<file path="src/ptpf_pkg.sv">
// Shared constants for the pulse trigger and peak finder.
// Holds register widths, configuration indexes, reset values, detector modes and parameter defaults.
// No dependencies.
`default_nettype none

package ptpf_pkg;

  // Default field widths for the sample and position paths.
  localparam int SAMPLE_BITS_DEFAULT = 24;
  localparam int INDEX_BITS_DEFAULT  = 16;

  // Configuration register widths.
  localparam int GAIN_BITS      = 12;
  localparam int LEVEL_BITS     = 23;
  localparam int PROD_BITS      = GAIN_BITS + LEVEL_BITS;
  localparam int CFG_DATA_BITS  = 23;
  localparam int CFG_INDEX_BITS = 2;

  // Configuration register indexes.
  localparam logic [CFG_INDEX_BITS-1:0] REG_FILTER_GAIN   = 2'd0;
  localparam logic [CFG_INDEX_BITS-1:0] REG_TRIGGER_LEVEL = 2'd1;
  localparam logic [CFG_INDEX_BITS-1:0] REG_HYSTERESIS    = 2'd2;

  // Reset values of the configuration registers.
  localparam logic [GAIN_BITS-1:0]  GAIN_RESET  = 12'd1;
  localparam logic [LEVEL_BITS-1:0] LEVEL_RESET = 23'd0;
  localparam logic [LEVEL_BITS-1:0] HYST_RESET  = 23'd0;

  // Detector modes.
  localparam logic [1:0] MODE_QUIET = 2'd0;
  localparam logic [1:0] MODE_IDLE  = 2'd1;
  localparam logic [1:0] MODE_PULSE = 2'd2;

endpackage

`default_nettype wire

</file>
<file path="src/pulse_trigger_peak_finder_top.sv">
// Pulse trigger and peak finder with hysteresis, top level.
// Depends on ptpf_pkg for widths, register indexes, reset values and mode codes.
//
// Usage:
//   Samples enter on the input channel (in_valid / in_stall, sample,
//   last_sample), one transfer per clock at most. The detector emits one
//   pulse result (rise_index, peak_index, fall_index, peak_height) on the
//   output channel (out_valid / out_stall) for each pulse that falls below
//   the release threshold. Configuration registers are written through
//   cfg_write, cfg_index and cfg_data while the block is idle.
//   Throughput is one sample per cycle while no result is stalled. The
//   sample that closes a pulse passes through the input register, and its
//   result is then held in the result register. The gain products are
//   registered from the configuration registers, so they are ready when the
//   first sample after a write reaches the compare stage.
//   When the receiver stalls a waiting result, the whole pipeline holds and
//   in_stall is raised until the result is taken.
//   Reset (rst, synchronous) empties the pipeline, restores the register
//   defaults and returns the detector to waiting for a quiet level at
//   position zero. in_stall is held high while rst is high.
`default_nettype none

module pulse_trigger_peak_finder_top #(
  parameter int SAMPLE_BITS = ptpf_pkg::SAMPLE_BITS_DEFAULT,
  parameter int INDEX_BITS  = ptpf_pkg::INDEX_BITS_DEFAULT
) (
  input  logic                                  clk,
  input  logic                                  rst,
  // Configuration port.
  input  logic                                  cfg_write,
  input  logic [ptpf_pkg::CFG_INDEX_BITS-1:0]   cfg_index,
  input  logic [ptpf_pkg::CFG_DATA_BITS-1:0]    cfg_data,
  // Sample channel.
  input  logic                                  in_valid,
  output logic                                  in_stall,
  input  logic signed [SAMPLE_BITS-1:0]         sample,
  input  logic                                  last_sample,
  // Result channel.
  output logic                                  out_valid,
  input  logic                                  out_stall,
  output logic [INDEX_BITS-1:0]                 rise_index,
  output logic [INDEX_BITS-1:0]                 peak_index,
  output logic [INDEX_BITS-1:0]                 fall_index,
  output logic signed [SAMPLE_BITS-1:0]         peak_height
);

  localparam int PROD_BITS = ptpf_pkg::PROD_BITS;
  localparam int WIDE_BITS = (SAMPLE_BITS > PROD_BITS) ? SAMPLE_BITS : PROD_BITS;
  localparam int CMP_BITS  = WIDE_BITS + 2;

  // Configuration registers.
  logic [ptpf_pkg::GAIN_BITS-1:0]  filter_gain;
  logic [ptpf_pkg::LEVEL_BITS-1:0] trigger_level;
  logic [ptpf_pkg::LEVEL_BITS-1:0] hysteresis;

  // Registered gain products.
  logic [PROD_BITS-1:0] arm_prod;
  logic [PROD_BITS-1:0] hyst_prod;

  // Input register.
  logic                          a_valid;
  logic signed [SAMPLE_BITS-1:0] a_sample;
  logic                          a_last;

  // Detector state.
  logic [1:0]                    mode;
  logic [1:0]                    mode_next;
  logic [INDEX_BITS-1:0]         position;
  logic [INDEX_BITS-1:0]         position_next;
  logic [INDEX_BITS-1:0]         rise_position;
  logic [INDEX_BITS-1:0]         rise_position_next;
  logic [INDEX_BITS-1:0]         peak_position;
  logic [INDEX_BITS-1:0]         peak_position_next;
  logic signed [SAMPLE_BITS-1:0] max_height;
  logic signed [SAMPLE_BITS-1:0] max_height_next;
  logic                          emit;

  // Compare operands.
  logic signed [CMP_BITS-1:0] s_ext;
  logic signed [CMP_BITS-1:0] arm_ext;
  logic signed [CMP_BITS-1:0] hyst_ext;
  logic signed [CMP_BITS-1:0] s_plus_hyst;
  logic                       at_arm;
  logic                       below_release;

  logic advance;

  // The pipeline moves unless a result is waiting at a stalled receiver.
  assign advance  = !(out_valid && out_stall);
  assign in_stall = rst || !advance;

  // Configuration register writes; unknown indexes are ignored.
  always_ff @(posedge clk) begin
    if (rst) begin
      filter_gain   <= ptpf_pkg::GAIN_RESET;
      trigger_level <= ptpf_pkg::LEVEL_RESET;
      hysteresis    <= ptpf_pkg::HYST_RESET;
    end else if (cfg_write) begin
      case (cfg_index)
        ptpf_pkg::REG_FILTER_GAIN:   filter_gain   <= cfg_data[ptpf_pkg::GAIN_BITS-1:0];
        ptpf_pkg::REG_TRIGGER_LEVEL: trigger_level <= cfg_data[ptpf_pkg::LEVEL_BITS-1:0];
        ptpf_pkg::REG_HYSTERESIS:    hysteresis    <= cfg_data[ptpf_pkg::LEVEL_BITS-1:0];
        default: begin
        end
      endcase
    end
  end

  // Threshold products, recomputed every cycle from the registers.
  always_ff @(posedge clk) begin
    arm_prod  <= PROD_BITS'(filter_gain) * PROD_BITS'(trigger_level);
    hyst_prod <= PROD_BITS'(filter_gain) * PROD_BITS'(hysteresis);
  end

  // Input register.
  always_ff @(posedge clk) begin
    if (rst) begin
      a_valid <= 1'b0;
    end else if (advance) begin
      a_valid <= in_valid;
    end
  end

  always_ff @(posedge clk) begin
    if (advance && in_valid) begin
      a_sample <= sample;
      a_last   <= last_sample;
    end
  end

  // Threshold compares: the release test s < arm - hyst is done as s + hyst < arm.
  always_comb begin
    s_ext         = CMP_BITS'(a_sample);
    arm_ext       = signed'(CMP_BITS'(arm_prod));
    hyst_ext      = signed'(CMP_BITS'(hyst_prod));
    s_plus_hyst   = s_ext + hyst_ext;
    at_arm        = (s_ext >= arm_ext);
    below_release = (s_plus_hyst < arm_ext);
  end

  // Detector next state.
  always_comb begin
    mode_next          = mode;
    rise_position_next = rise_position;
    peak_position_next = peak_position;
    max_height_next    = max_height;
    emit               = 1'b0;

    case (mode)
      ptpf_pkg::MODE_IDLE: begin
        if (at_arm) begin
          mode_next          = ptpf_pkg::MODE_PULSE;
          rise_position_next = position;
          peak_position_next = position;
          max_height_next    = a_sample;
        end
      end
      ptpf_pkg::MODE_PULSE: begin
        if (below_release) begin
          emit      = 1'b1;
          mode_next = ptpf_pkg::MODE_IDLE;
        end else if (a_sample > max_height) begin
          peak_position_next = position;
          max_height_next    = a_sample;
        end
      end
      default: begin
        // Waiting for a quiet level; the unused code behaves the same way.
        if (below_release) begin
          mode_next = ptpf_pkg::MODE_IDLE;
        end else begin
          mode_next = ptpf_pkg::MODE_QUIET;
        end
      end
    endcase

    // Record end restarts the detector; otherwise the position saturates.
    if (a_last) begin
      mode_next     = ptpf_pkg::MODE_QUIET;
      position_next = '0;
    end else if (position != {INDEX_BITS{1'b1}}) begin
      position_next = position + INDEX_BITS'(1);
    end else begin
      position_next = position;
    end
  end

  // Detector state registers.
  always_ff @(posedge clk) begin
    if (rst) begin
      mode          <= ptpf_pkg::MODE_QUIET;
      position      <= '0;
      rise_position <= '0;
      peak_position <= '0;
      max_height    <= '0;
    end else if (advance && a_valid) begin
      mode          <= mode_next;
      position      <= position_next;
      rise_position <= rise_position_next;
      peak_position <= peak_position_next;
      max_height    <= max_height_next;
    end
  end

  // Result register.
  always_ff @(posedge clk) begin
    if (rst) begin
      out_valid <= 1'b0;
    end else if (advance) begin
      out_valid <= a_valid && emit;
    end
  end

  always_ff @(posedge clk) begin
    if (advance && a_valid && emit) begin
      rise_index  <= rise_position;
      peak_index  <= peak_position;
      fall_index  <= position;
      peak_height <= max_height;
    end
  end

endmodule

`default_nettype wire
</file>
<file path="config.mk">
export PLATFORM = sky130hd
export DESIGN_NAME = pulse_trigger_peak_finder_top
export DESIGN_NICKNAME = d
export VERILOG_FILES = /design/src/ptpf_pkg.sv /design/src/pulse_trigger_peak_finder_top.sv
export SDC_FILE = /design/constraint.sdc
export NUM_CORES = 2
export LEC_CHECK = 0
export BUFFER_PORTS_ARGS = -buffer_cell sky130_fd_sc_hd__buf_2
export CORE_ASPECT_RATIO = 2
export CORE_MARGIN = 3
export CORE_UTILIZATION = 60
export DETAILED_ROUTE_END_ITERATION = 10
export GPL_ROUTABILITY_DRIVEN = 1
export PLACE_DENSITY = 0.78
export SYNTH_ARGS = -nofsm -noshare
export SYNTH_HDL_FRONTEND = slang
export SYNTH_SLANG_ARGS = --single-unit
</file>
<file path="constraint.sdc">
create_clock -name clk -period 7 [get_ports clk]
set_input_delay 1.4 -clock clk [delete_from_list [all_inputs] [get_ports clk]]
set_output_delay 1.4 -clock clk [all_outputs]
set_load 0.005 [all_outputs]
</file>
==> impl_metrics.tcl <==
set metrics [dict create \
    wl_per_cell_microns 18.5 \
    dp.final_hpwl_microns 60800 \
    cp_max_fo 25 \
    synth_cells 3371 \
    syn-num-nets 4125 \
    finalSetupViolations 0 \
    post-cts-setup-buffer-count 0 \
    status "finished clean" \
    fin_ws_ns 0.504 \
    ir_drop_mv 0.205 \
    drc_errors 0 \
    ys_ff_latch 301 \
    antenna_found_initial 0 \
    routed_wl_microns 75600 \
    cts_sinks 301 \
    synth_common_cells "577 x inv_1, 576 x nand2_1, 421 x fa_1, 278 x ha_1, 204 x dfxtp_1" \
    drt_iter0_markers 1643 \
    yosysMostFrequentCell "inv_1" \
    arrival_ns 6.99 \
    yosys.cell_types.count 67 \
    fin_crit_sh_pct 92.8 \
    dieWidth_microns 166 \
    die_y_microns 326 \
    relSlewSlack_pct 22.4 \
    pre_cts_ws_ns 0.571 \
    grt_overflow 0 \
    synthesis.area_sq_mm 0.0307 \
    pin_count 129 \
    fillers 4072 \
    synth_ff_type "dfxtp_1" \
    p_leak_nw 15.4 \
    cts.path.max_buffers 3 \
    fin_nets 4178 \
    areaGrowthSynthToFinish_pct 7.06 \
    clkTransAtPathRegs_ns 0.07 \
    hold_violations 0 \
    dieArea_sq_mm 0.0541 \
    hold_path_class "reg -> reg" \
    fin_crit_ns 6.50 \
    gp_congestion 0.931 \
    initial_core_util_pct 61.0 \
    cts_resized 0 \
    htreeDepth 1 \
    max_cap_violations 0 \
    finalClockSkew_ns 0.0166 \
    cts_hold_buf 0 \
    cp_data_required_time_ns 7.50 \
    power.density_mw_per_mm2 123 \
    cts_made_buffers 27 \
    synth-edff-count 97 \
    cts-root-buf "clkbuf_16" \
    io_buffers 128 \
    worst_pin_slew_ns 1.13 \
    clock_latency_ns 0.57 \
    core_sq_mm 0.0504 \
    grt_use_total_pct 28.3 \
    grt_max_degree 112 \
    grt_pass1_vias 24600 \
    hold-worst-slack_ns 0.434 \
    fmax_ghz 0.154 \
    finalSetupTns_ns 0 \
    postSynthAreaPerCell_sq_um 9.11 \
    worstSetupStartpointType "flip-flop" \
    end_kind "flip-flop" \
    yosys.area.top_type_share_pct 27.4 \
    critical_path_class "reg -> reg" \
    async_flop_share_pct 0 \
    ys_warn_count 0 \
    num_vias 23300 \
    drive_gt1_share_pct 6.68 \
    rsz0062_at_grt "false" \
    viasPerCell 5.69 \
    yosysTopAreaCell "fa_1" \
    drt_first_pass_iters 6 \
    grt_pass1_wl_microns 124000 \
    synth_area_leaders "fa_1 27%, dfxtp_1 13%, ha_1 11%" \
    fp-row-count 116 \
    cts_tree "done" \
    antenna_cells 0 \
    drt.antenna.violating_nets 0 \
    seq_area_frac_synth_pct 22.8 \
    slew_viol_final 0 \
]
==> cell families (layout without fill, tap and decap cells) <==
family	Yosys count	count (layout)	share of synthesized area, %
buffers and inverters	725	798	8.97
and+or+nand+nor	1086	1086	16.5
adders and majority gates	699	699	38.8
xor gates and xnor gates	93	93	2.65
AOI/OAI and AO/OA	410	410	8.49
muxes	57	57	1.86
DFF	301	301	22.8
==> layer usage <==
| metal | share of wire, % | track usage [%] | wire (microns) | up-vias |
|---|---|---|---|---|
| met5 | 0 | 0 | 0 | - |
| met2 | 53 | 53.6 | 40000 | 911 |
| met4 | 7.9 | 17.7 | 5960 | 0 |
| li1 | - | - | - | 10700 |
| met3 | 5.1 | 3.05 | 3860 | 354 |
| met1 | 34 | 29.5 | 25800 | 11300 |
==> layout make-up <==
type | count | area [sq um] | area share (%)
multi-input combinational | 2345 | 21000 | 63.8
timing repair buffer | 172 | 1040 | 3.15
clock buffer | 29 | 683 | 2.08
clock inverter | 20 | 219 | 0.666
tap | 649 | 812 | 2.47
sequential | 301 | 7000 | 21.3
inverter | 577 | 2170 | 6.58
==> cells in the final DEF (no fill, tap or decap), types with 5 or more instances in the layout <==
| cell type | Yosys | final |
|---|---|---|
| a211oi_1 | 14 | 14 |
| a21o_1 | 64 | 64 |
| a21oi_1 | 170 | 170 |
| a31oi_1 | 10 | 10 |
| and2_1 | 170 | 170 |
| and3_1 | 8 | 7 |
| and4_1 | 6 | 6 |
| buf_12 | 0 | 5 |
| buf_2 | 0 | 127 |
| buf_4 | 1 | 40 |
| clkbuf_16 | 0 | 27 |
| clkinv_4 | 0 | 5 |
| dfxtp_1 | 204 | 204 |
| edfxtp_1 | 97 | 97 |
| fa_1 | 421 | 421 |
| ha_1 | 278 | 278 |
| inv_1 | 577 | 577 |
| inv_6 | 0 | 5 |
| mux2i_1 | 57 | 57 |
| nand2_1 | 576 | 576 |
| nand2b_1 | 95 | 95 |
| nand3_1 | 29 | 29 |
| nand4_1 | 27 | 27 |
| nor2_1 | 103 | 103 |
| nor2b_1 | 16 | 16 |
| nor3_1 | 24 | 24 |
| o211ai_1 | 10 | 10 |
| o21a_1 | 18 | 18 |
| o21ai_0 | 61 | 61 |
| o21bai_1 | 7 | 7 |
| o31a_1 | 5 | 5 |
| o31ai_1 | 7 | 7 |
| or3_1 | 9 | 9 |
| xnor2_1 | 65 | 65 |
| xor2_1 | 28 | 28 |
==> critical path: stages (launching register included) <==
cell and delay (ns):
dfxtp_1 0.97, buf_4 0.42, and2_1 0.21, fa_1 0.45
fa_1 0.49, inv_1 0.05, fa_1 0.52, inv_1 0.06
fa_1 0.54, inv_1 0.06, fa_1 0.42, inv_1 0.07
ha_1 0.31, a21o_1 0.23, a21o_1 0.17, a21o_1 0.19
or3_1 0.35, a211oi_1 0.42, o31ai_1 0.17, a21oi_1 0.21
xnor2_1 0.13
==> path summary, 6_finish.rpt <==
path                               to  cells after the start  slack (ns)                            from
max reg2reg      arm_prod[34]$_DFF_P_                     20        0.50     filter_gain[7]$_SDFFE_PP0P_
min reg2reg  peak_index[10]$_DFFE_PP_                      0        0.43  peak_position[10]$_SDFFE_PP0P_
max              arm_prod[34]$_DFF_P_                     20        0.50     filter_gain[7]$_SDFFE_PP0P_
min          peak_index[10]$_DFFE_PP_                      0        0.43  peak_position[10]$_SDFFE_PP0P_
==> power by group <==
part	internal (W)	total, W	leakage, nW	switching [W]
sequential	0.00183	0.00190	2.56	0.0000696
clock	0.000810	0.00154	0.442	0.000730
combinational	0.000238	0.000595	12.4	0.000357
total	0.00288	0.00404	15.4	0.00116
==> metrics by stage <==
stage	cells	cell area [sq um]	utilization, %	power, W
after CTS	4093	32900	65.3	0.00406
after detailed placement	4044	32000	63.5	0.00253
final	4093	32900	65.3	0.00404
after global placement	4044	32000	63.5	0.00251
after global routing	4093	32900	65.3	0.00421
after floorplan	3371	30700	-	0.00233
==> flip-flops by register name, indices dropped and copies added (netlist names), 16 cells and up <==
| name | count |
|---|---|
| trigger_level | 23 |
| peak_index | 16 |
| max_height | 24 |
| peak_position | 16 |
| position | 16 |
| peak_height | 24 |
| a_sample | 24 |
| hyst_prod | 35 |
| rise_position | 16 |
| arm_prod | 35 |
| rise_index | 16 |
| hysteresis | 23 |
| fall_index | 16 |
No activity file was read; power rests on OpenSTA's default activity.
